`src/rtl/weighted_loss_average_unit_defines.svh`:
```
// Assertion macros shared by the weighted loss average unit.
`ifndef WEIGHTED_LOSS_AVERAGE_UNIT_DEFINES_SVH
`define WEIGHTED_LOSS_AVERAGE_UNIT_DEFINES_SVH

// The consequent must hold in the same cycle as the antecedent.
`define WLA_ASSERT_NOW(label, clk, rst_n, ante, cons, msg) \
	label: assert property (@(posedge clk) disable iff (!rst_n) (ante) |-> (cons)) \
		else $error(msg);

// The consequent must hold in the cycle after the antecedent.
`define WLA_ASSERT_NEXT(label, clk, rst_n, ante, cons, msg) \
	label: assert property (@(posedge clk) disable iff (!rst_n) (ante) |=> (cons)) \
		else $error(msg);

`endif

```
`src/rtl/wla_pkg.sv`:
```
// Types and constants shared by the weighted loss average unit.
`timescale 1ns / 1ps

package wla_pkg;

	localparam int RATIO_W   = 17;
	localparam int ENTRIES_W = 5;
	localparam logic [RATIO_W-1:0] RATIO_ONE = 17'h10000;

	typedef enum logic [2:0] {
		WLA_IDLE,
		WLA_WALK,
		WLA_DRAIN,
		WLA_DIVIDE,
		WLA_HOLD
	} wla_state_t;

	// Commands from the controller to the datapath.
	typedef struct packed {
		logic insert;
		logic walk;
		logic div_step;
		logic load_out;
	} wla_cmd_t;

	// Status from the datapath to the controller.
	typedef struct packed {
		logic walk_last;
		logic div_last;
		logic out_free;
	} wla_stat_t;

endpackage

```
`src/rtl/wla_ram.sv`:
```
// Generic single-write, single-read RAM with registered read data.
`timescale 1ns / 1ps

module wla_ram #(
	parameter int WIDTH = 17,
	parameter int DEPTH = 24
) (
	input  logic                                 clk,
	input  logic                                 wr_en,
	input  logic [(DEPTH > 1 ? $clog2(DEPTH) : 1)-1:0] wr_addr,
	input  logic [WIDTH-1:0]                     wr_data,
	input  logic [(DEPTH > 1 ? $clog2(DEPTH) : 1)-1:0] rd_addr,
	output logic [WIDTH-1:0]                     rd_data
);

	logic [WIDTH-1:0] mem_q [DEPTH];

	always_ff @(posedge clk) begin
		if (wr_en) begin
			mem_q[wr_addr] <= wr_data;
		end
		rd_data <= mem_q[rd_addr];
	end

endmodule

```
`src/rtl/wla_datapath.sv`:
```
// Datapath: history store, window pointers, weighted sum and serial divider.
`timescale 1ns / 1ps
`include "weighted_loss_average_unit_defines.svh"

module wla_datapath import wla_pkg::*; #(
	parameter int WINDOW_DEPTH = 24
) (
	input  logic                 clk,
	input  logic                 arst_n,
	input  wla_cmd_t             cmd,
	output wla_stat_t            stat,
	input  logic [RATIO_W-1:0]   loss_ratio,
	input  logic                 result_stall,
	output logic                 result_valid,
	output logic [RATIO_W-1:0]   average_loss,
	output logic [ENTRIES_W-1:0] entries_held
);

	localparam int IDX_W   = (WINDOW_DEPTH > 1) ? $clog2(WINDOW_DEPTH) : 1;
	localparam int CNT_W   = $clog2(WINDOW_DEPTH + 1);
	localparam int PTR_W   = CNT_W + 1;
	localparam int DIV_MAX = WINDOW_DEPTH * (WINDOW_DEPTH + 1) / 2;
	localparam int DIV_W   = $clog2(DIV_MAX + 1);
	localparam int S_W     = $clog2(WINDOW_DEPTH * 65536 + 1);
	localparam int SUM_W   = $clog2(DIV_MAX * 65536 + 1);
	localparam int DCNT_W  = $clog2(SUM_W);

	localparam logic [PTR_W-1:0]  DEPTH_P   = PTR_W'(WINDOW_DEPTH);
	localparam logic [CNT_W-1:0]  DEPTH_C   = CNT_W'(WINDOW_DEPTH);
	localparam logic [IDX_W-1:0]  LAST_IDX  = IDX_W'(WINDOW_DEPTH - 1);
	localparam logic [DCNT_W-1:0] DIV_LAST  = DCNT_W'(SUM_W - 1);

	logic [CNT_W-1:0]  fill_q;
	logic [IDX_W-1:0]  oldest_q;
	logic [DIV_W-1:0]  tri_q;
	logic [IDX_W-1:0]  walk_addr_q;
	logic [CNT_W-1:0]  walk_cnt_q;
	logic              rd_valid_s1;
	logic [S_W-1:0]    s_q;
	logic [SUM_W-1:0]  t_q;
	logic [DIV_W:0]    rem_q;
	logic [DCNT_W-1:0] div_cnt_q;
	logic              out_valid_q;
	logic [RATIO_W-1:0]   avg_q;
	logic [ENTRIES_W-1:0] entries_q;

	logic [RATIO_W-1:0] ratio_sat;
	logic               full;
	logic [PTR_W-1:0]   slot_sum;
	logic [IDX_W-1:0]   wr_slot;
	logic [CNT_W-1:0]   fill_nxt;
	logic [RATIO_W-1:0] hist_rdata;
	logic [S_W-1:0]     s_nxt;
	logic [DIV_W:0]     rem_sh;
	logic               rem_ge;

	assign ratio_sat = (loss_ratio > RATIO_ONE) ? RATIO_ONE : loss_ratio;
	assign full      = (fill_q == DEPTH_C);
	assign slot_sum  = PTR_W'(oldest_q) + PTR_W'(fill_q);
	assign fill_nxt  = fill_q + 1'b1;

	always_comb begin
		if (full) begin
			wr_slot = oldest_q;
		end else if (slot_sum >= DEPTH_P) begin
			wr_slot = IDX_W'(slot_sum - DEPTH_P);
		end else begin
			wr_slot = IDX_W'(slot_sum);
		end
	end

	wla_ram #(
		.WIDTH(RATIO_W),
		.DEPTH(WINDOW_DEPTH)
	) u_hist (
		.clk     (clk),
		.wr_en   (cmd.insert),
		.wr_addr (wr_slot),
		.wr_data (ratio_sat),
		.rd_addr (walk_addr_q),
		.rd_data (hist_rdata)
	);

	// Walking newest to oldest, s accumulates the suffix sum and t the sum of
	// suffix sums, so the newest entry is counted n times and the oldest once.
	assign s_nxt  = s_q + S_W'(hist_rdata);
	assign rem_sh = {rem_q[DIV_W-1:0], t_q[SUM_W-1]};
	assign rem_ge = (rem_sh >= {1'b0, tri_q});

	always_ff @(posedge clk or negedge arst_n) begin
		if (!arst_n) begin
			fill_q      <= '0;
			oldest_q    <= '0;
			tri_q       <= '0;
			rd_valid_s1 <= 1'b0;
			out_valid_q <= 1'b0;
		end else begin
			rd_valid_s1 <= cmd.walk;
			if (cmd.insert) begin
				if (full) begin
					oldest_q <= (oldest_q == LAST_IDX) ? '0 : oldest_q + 1'b1;
				end else begin
					fill_q <= fill_nxt;
					tri_q  <= tri_q + DIV_W'(fill_nxt);
				end
			end
			if (cmd.load_out) begin
				out_valid_q <= 1'b1;
			end else if (!result_stall) begin
				out_valid_q <= 1'b0;
			end
		end
	end

	always_ff @(posedge clk) begin
		if (cmd.insert) begin
			walk_addr_q <= wr_slot;
			walk_cnt_q  <= '0;
			s_q         <= '0;
			t_q         <= '0;
			rem_q       <= '0;
			div_cnt_q   <= '0;
		end else begin
			if (cmd.walk) begin
				walk_addr_q <= (walk_addr_q == '0) ? LAST_IDX : walk_addr_q - 1'b1;
				walk_cnt_q  <= walk_cnt_q + 1'b1;
			end
			if (rd_valid_s1) begin
				s_q <= s_nxt;
				t_q <= t_q + SUM_W'(s_nxt);
			end else if (cmd.div_step) begin
				rem_q     <= rem_ge ? rem_sh - {1'b0, tri_q} : rem_sh;
				t_q       <= {t_q[SUM_W-2:0], rem_ge};
				div_cnt_q <= div_cnt_q + 1'b1;
			end
		end
		if (cmd.load_out) begin
			avg_q     <= RATIO_W'(t_q);
			entries_q <= ENTRIES_W'(fill_q);
		end
	end

	assign stat.walk_last = (walk_cnt_q + 1'b1 == fill_q);
	assign stat.div_last  = (div_cnt_q == DIV_LAST);
	assign stat.out_free  = !out_valid_q || !result_stall;

	assign result_valid = out_valid_q;
	assign average_loss = avg_q;
	assign entries_held = entries_q;

	`WLA_ASSERT_NOW(a_fill_bound, clk, arst_n, 1'b1, fill_q <= DEPTH_C,
		"fill count beyond window depth")
	`WLA_ASSERT_NOW(a_divisor_track, clk, arst_n, 1'b1,
		32'(tri_q) == 32'(fill_q) * (32'(fill_q) + 32'd1) / 32'd2,
		"divisor out of step with fill count")
	`WLA_ASSERT_NOW(a_quot_range, clk, arst_n, cmd.load_out,
		t_q <= SUM_W'(RATIO_ONE), "average above one")

endmodule

```
`src/rtl/wla_ctrl.sv`:
```
// Controller: sequences insert, history walk, division and result hand-over.
`timescale 1ns / 1ps
`include "weighted_loss_average_unit_defines.svh"

module wla_ctrl import wla_pkg::*; (
	input  logic      clk,
	input  logic      arst_n,
	input  logic      loss_valid,
	output logic      loss_stall,
	input  wla_stat_t stat,
	output wla_cmd_t  cmd
);

	wla_state_t state_q;
	wla_state_t state_nxt;

	always_ff @(posedge clk or negedge arst_n) begin
		if (!arst_n) begin
			state_q <= WLA_IDLE;
		end else begin
			state_q <= state_nxt;
		end
	end

	always_comb begin
		state_nxt = state_q;
		cmd       = '0;
		unique case (state_q)
			WLA_IDLE: begin
				if (loss_valid) begin
					cmd.insert = 1'b1;
					state_nxt  = WLA_WALK;
				end
			end
			WLA_WALK: begin
				cmd.walk = 1'b1;
				if (stat.walk_last) begin
					state_nxt = WLA_DRAIN;
				end
			end
			WLA_DRAIN: begin
				state_nxt = WLA_DIVIDE;
			end
			WLA_DIVIDE: begin
				cmd.div_step = 1'b1;
				if (stat.div_last) begin
					state_nxt = WLA_HOLD;
				end
			end
			WLA_HOLD: begin
				if (stat.out_free) begin
					cmd.load_out = 1'b1;
					state_nxt    = WLA_IDLE;
				end
			end
			default: begin
				state_nxt = WLA_IDLE;
			end
		endcase
	end

	assign loss_stall = (state_q != WLA_IDLE);

	`WLA_ASSERT_NEXT(a_drain_to_div, clk, arst_n, state_q == WLA_DRAIN,
		state_q == WLA_DIVIDE, "drain not followed by division")
	`WLA_ASSERT_NOW(a_load_free, clk, arst_n, cmd.load_out, stat.out_free,
		"result loaded over an untaken result")

endmodule

```
`src/rtl/weighted_loss_average_unit.sv`:
```
// Top level of the weighted loss average unit.
`timescale 1ns / 1ps

// Channel  | Handshake                  | Payload
// ---------+----------------------------+------------------------------------
// loss     | loss_valid / loss_stall    | loss_ratio (17 bits, Q1.16)
// result   | result_valid / result_stall| average_loss (17 bits), entries_held
//
// Each loss ratio transaction runs from acceptance through the insert, a walk
// over the n entries held after the insert, a drain state, a division with
// one step per bit of the W-bit weighted sum (25 bits at the default depth
// of 24) and the result hand-over; the next loss ratio is accepted in idle.
// The walk reads one entry a cycle through the single read port of the
// history RAM, and the restoring divider retires one quotient bit a cycle.
// Reset empties the window and the result register; the history RAM itself
// is not cleared, as only written entries are ever walked. A waiting result
// does not block the next loss transaction: only when a new result is ready
// while the previous one is still stalled does the unit hold it back.

module weighted_loss_average_unit import wla_pkg::*; #(
	parameter int WINDOW_DEPTH = 24
) (
	input  logic                 clk,
	input  logic                 arst_n,
	input  logic                 loss_valid,
	output logic                 loss_stall,
	input  logic [RATIO_W-1:0]   loss_ratio,
	output logic                 result_valid,
	input  logic                 result_stall,
	output logic [RATIO_W-1:0]   average_loss,
	output logic [ENTRIES_W-1:0] entries_held
);

	wla_cmd_t  cmd;
	wla_stat_t stat;

	// The controller only moves from idle on a valid loss ratio, so the
	// insert command coincides with the accepting edge.
	wla_ctrl u_ctrl (
		.clk        (clk),
		.arst_n     (arst_n),
		.loss_valid (loss_valid),
		.loss_stall (loss_stall),
		.stat       (stat),
		.cmd        (cmd)
	);

	// The datapath keeps the window, forms the weighted sum by a running
	// suffix sum, divides it by n(n+1)/2 and owns the result register.
	wla_datapath #(
		.WINDOW_DEPTH(WINDOW_DEPTH)
	) u_dp (
		.clk          (clk),
		.arst_n       (arst_n),
		.cmd          (cmd),
		.stat         (stat),
		.loss_ratio   (loss_ratio),
		.result_stall (result_stall),
		.result_valid (result_valid),
		.average_loss (average_loss),
		.entries_held (entries_held)
	);

endmodule
```
`config.mk`:
```
export PLATFORM = sky130hd
export DESIGN_NAME = weighted_loss_average_unit
export DESIGN_NICKNAME = d
export VERILOG_FILES = /design/src/rtl/wla_pkg.sv /design/src/rtl/wla_ram.sv /design/src/rtl/wla_datapath.sv /design/src/rtl/wla_ctrl.sv /design/src/rtl/weighted_loss_average_unit.sv
export VERILOG_INCLUDE_DIRS = /design/src /design/src/rtl
export SDC_FILE = /design/constraint.sdc
export NUM_CORES = 1
export LEC_CHECK = 0
export ABC_AREA = 1
export BUFFER_PORTS_ARGS = -buffer_cell sky130_fd_sc_hd__buf_4
export CAP_MARGIN = 20
export CORE_MARGIN = 5
export CORE_UTILIZATION = 40
export DETAILED_ROUTE_END_ITERATION = 10
export PLACE_DENSITY = 0.59
export SKIP_LAST_GASP = 1
export SYNTH_ARGS = -nofsm -noshare
export SYNTH_HDL_FRONTEND = slang
export SYNTH_SLANG_ARGS = --single-unit
```
`constraint.sdc`:
```
create_clock -name clk -period 2.9 [get_ports clk]
set_input_delay 0.58 -clock clk [delete_from_list [all_inputs] [get_ports clk]]
set_output_delay 0.58 -clock clk [all_outputs]
set_load 0.01 [all_outputs]
```
==> results.tsv <==
stage	metric	value	unit
status	run status	finished with violations	
status	failing checks	negative setup slack	
die	initial core utilization	0.404	
routing	routed wire length	66200	µm
grt	vias in the first global route	18530	
hold_path	Min-Delay Path Class	in -> reg	
worst_setup_path	crit-path leading delay family	simple AND/OR/NAND/NOR gates	
logic_synthesis	Post-Synth Simple-Gate Area	0.177	
grt	first-pass GRT wire length	103000	µm
logic_synthesis	synth top area cells	edfxtp_1, nand2_1, dfxtp_1, nor2_1, o21ai_0	
worst_setup_path	worst path cell trace	ha_1 > nand2_1 > buf_4 > nor2_2 > buf_4 > nand4_1 > nand3_1 > nand2_1 > nand2_2 > ha_1 > nand2_1 > nand2_1 > inv_1 > nand2_1 > a21oi_2 > nand3_1 > nand2_1 > nand3_1 > a21oi_2	
logic_synthesis	#FFs+latches synth	541	
logic_synthesis	syn nets	2667	
grt	initial antenna violation count	0	
worst_setup_path	slowest CP cell	dfxtp_1	
timing	final-report setup violation count	1	
die	die height	262	µm
worst_setup_path	Crit Path Class	reg -> reg	
timing	max-slew violations	0	
cells_and_area	layout cells sized above 1	0.220	
routing	Via density	5.22	
logic_synthesis	register area share after synthesis	0.602	
cells_and_area	Ant. Diodes	0	
worst_setup_path	WP buf/inv	3	
logic_synthesis	EDFF count, synth	435	
worst_setup_path	Worst setup EP type	register	
logic_synthesis	post-synth top area share	0.514	
cells_and_area	nets	2853	
die	die width	262	µm
routing	via count	19062	
die	I/O pins	45	
logic_synthesis	main combinational cell family by area after synthesis	simple AND/OR/NAND/NOR gates	
cells_and_area	fill count	5677	
grt	Overflow after GRT	0	
worst_setup_path	WP data required	3.43	ns
clocking	CTS tree	yes	
routing	TritonRoute pass-1 iters	5	
logic_synthesis	count of cell types in the netlist	52	
routing	drt initial violations	1330	
placed_design	Port Buffers	44	
clocking	CTS buffer count	55	
logic_synthesis	mux cell area share after synthesis	0	
timing	final worst slack	-0.0184	ns
timing	Final Hold Viols	0	
worst_setup_path	startpoint types	register	
logic_synthesis	post-synthesis adder-cell area fraction	0.0364	
logic_synthesis	mapped cell area	0.0254	mm²
worst_setup_path	slowest stage delay, CP	0.32	ns
logic_synthesis	leading area contributor after synthesis	edfxtp_1	
logic_synthesis	Synth Area per Inst	9.87	µm²
logic_synthesis	Post-synth top flop	edfxtp_1	
timing	f_max	343	MHz
cells_and_area	leading cell type in the layout, fill and taps excluded	edfxtp_1	
placed_design	Placer Congestion	0.886	
worst_setup_path	Critical Path AT	3.45	ns
grt	GRT Overall Usage	0.188	
cells_and_area	commonest cells after routing, fill and taps aside	edfxtp_1, nand2_1, nor2_1	
timing	post-route clock period utilization	1.01	
clocking	Clk pin slew, worst setup/hold paths	0.06	ns
logic_synthesis	async set or reset register ratio after synthesis	0.0444	
grt	largest net degree at the start of global routing	105	
routing	routed len/inst	18.1	µm
die	core area	0.0630	mm²
logic_synthesis	Synth Area in XOR/XNOR	0.00930	
worst_setup_path	worst-path maximum fanout	2	
routing	DRT antenna net count	0	
timing	Hold Slack	0.203	ns
logic_synthesis	Gate Count Post-Synth	2575	
logic_synthesis	Synth warnings	0	
routing	drt drc	0	
timing	Slew @ Worst Pin	0.745	ns
logic_synthesis	compound-gate portion of the synthesized area	0.114	
clocking	CTS Sinks	541	
timing	Tmin final	2.92	ns
timing	relative slew slack	0.500	
clocking	H-tree depth	2	
placed_design	DP Wirelength	42400	µm
job	max-cap violations	0	
timing	RSZ-0062 raised after global routing	true	
timing	Setup Skew	0.0387	ns
clocking	clock root cell	clkbuf_16	
clocking	Max Buffers Root-to-Sink	3	
clocking	later-pin clock latency in the skew report	0.63	ns
die	die area	0.0687	mm²
cells_and_area	Area Overhead vs Synth	22.6	%
die	row cnt	92	
worst_setup_path	most used cell, CP	nand2_1	
==> per-stage QoR <==
step / utilization / worst slack [ns] / instances / setup TNS, ns / area, µm²
3_3_place_gp: 0.443 / -0.430 / 3520 / -2.94 / 27900
3_5_place_dp: 0.443 / -0.430 / 3520 / -3.44 / 27900
2_1_floorplan: - / -0.0286 / 2575 / -8.53 / 25400
4_1_cts: 0.480 / -0.0120 / 3646 / -0.0313 / 30200
6_report: 0.495 / -0.0184 / 3654 / -0.0184 / 31200
5_1_grt: 0.495 / -0.165 / 3654 / -2.12 / 31200
==> registers in the layout, summed over array words and instances (netlist names) <==
| name | count |
|---|---|
| u_dp.entries_held | 5 |
| u_dp.oldest_q | 5 |
| u_dp.rd_valid_s1 | 1 |
| u_dp.tri_q | 9 |
| u_dp.u_hist.rd_data | 17 |
| u_dp.average_loss | 17 |
| u_dp.walk_cnt_q | 5 |
| u_dp.walk_addr_q | 5 |
| u_dp.result_valid | 1 |
| u_dp.t_q | 25 |
| u_dp.rem_q | 9 |
| u_dp.fill_q | 5 |
| u_dp.div_cnt_q | 5 |
| u_dp.s_q | 21 |
| u_ctrl.state_q | 3 |
| u_dp.u_hist.mem_q | 408 |
==> cell usage after synthesis (3+ instances only) <==
cell,instances
inv_2,10
xor2_1,23
nor2_2,7
nor2_1,343
buf_1,5
o21bai_1,15
nand2_1,500
o221ai_1,38
dfrtp_1,24
o21ai_0,251
nor4_1,5
clkbuf_1,46
fa_1,5
ha_1,66
buf_4,8
nor3_1,7
xnor2_1,4
nand2_2,10
nor2_8,3
inv_4,3
inv_1,259
o22ai_1,76
nand3_1,126
nand3b_1,10
dfxtp_1,82
o211ai_1,32
buf_6,9
a31oi_1,11
nand3_2,8
a21oi_1,64
or2_2,7
buf_2,37
edfxtp_1,435
nand4_1,22
o21ai_1,3
==> cell type report <==
cell class	instances	area, µm²	share of cell area
sequential	541	15300	0.491
multi-input combinational	1654	9810	0.315
timing repair buffer	234	2140	0.0688
clock buffer	69	1440	0.0462
tap	846	1060	0.0340
inverter	275	1040	0.0335
clock inverter	35	359	0.0115
==> worst reg2reg max path: cells and delay by family, from the launching register on <==
kind | cells | cell delay [ns]
AO/OA/AOI/OAI | 2 | 0.32
buffers and inverters | 3 | 0.33
flip-flops | 1 | 0.32
adder cells (fa/ha/maj) | 2 | 0.57
AND/OR/NAND/NOR | 12 | 1.28
==> logic make-up (layout without fill, tap and decap cells) <==
| family | after synthesis | count (layout) |
|---|---|---|
| buffers and inverters | 380 | 613 |
| adders and majority gates | 71 | 71 |
| xor gates and xnor gates | 27 | 27 |
| AOI/OAI and AO/OA | 498 | 498 |
| DFF | 541 | 541 |
| and+or+nand+nor | 1058 | 1058 |
==> what timing repair did <==
item | 4_1_cts | 5_1_grt
resized for setup | 67 | 213
buffers inserted | 21 | 7
hold buffers | 1 | 0
endpoints found under the hold margin | 24 | 0
pin swaps | 15 | 74
setup endpoints to repair | 20 | 22
==> per-layer routing <==
layer	track usage	routed length, µm	vias up
li1	-	-	9230
met2	0.326	32400	463
met3	0.0254	3190	102
met1	0.249	29000	9267
met5	0	0	-
met4	0.0516	1610	0
==> final timing paths <==
path,from,end,slack [ns],cells past startpoint
worst min register to register,u_dp.rem_q[8],u_dp.rem_q[8],0.47,2
max in group asynchronous,arst_n,u_dp.rd_valid_s1,2.20,2
min in group asynchronous,arst_n,u_dp.fill_q[3],0.41,2
worst max register to register,u_dp.u_hist.rd_data[3],u_dp.t_q[24],-0.02,19
worst max-delay path,u_dp.u_hist.rd_data[3],u_dp.t_q[24],-0.02,19
worst min-delay path,result_stall,u_dp.result_valid,0.20,3
Power is left out: the tool's default activity adds up to more than one toggle a clock period on the data nets, which glitch-free logic cannot reach.
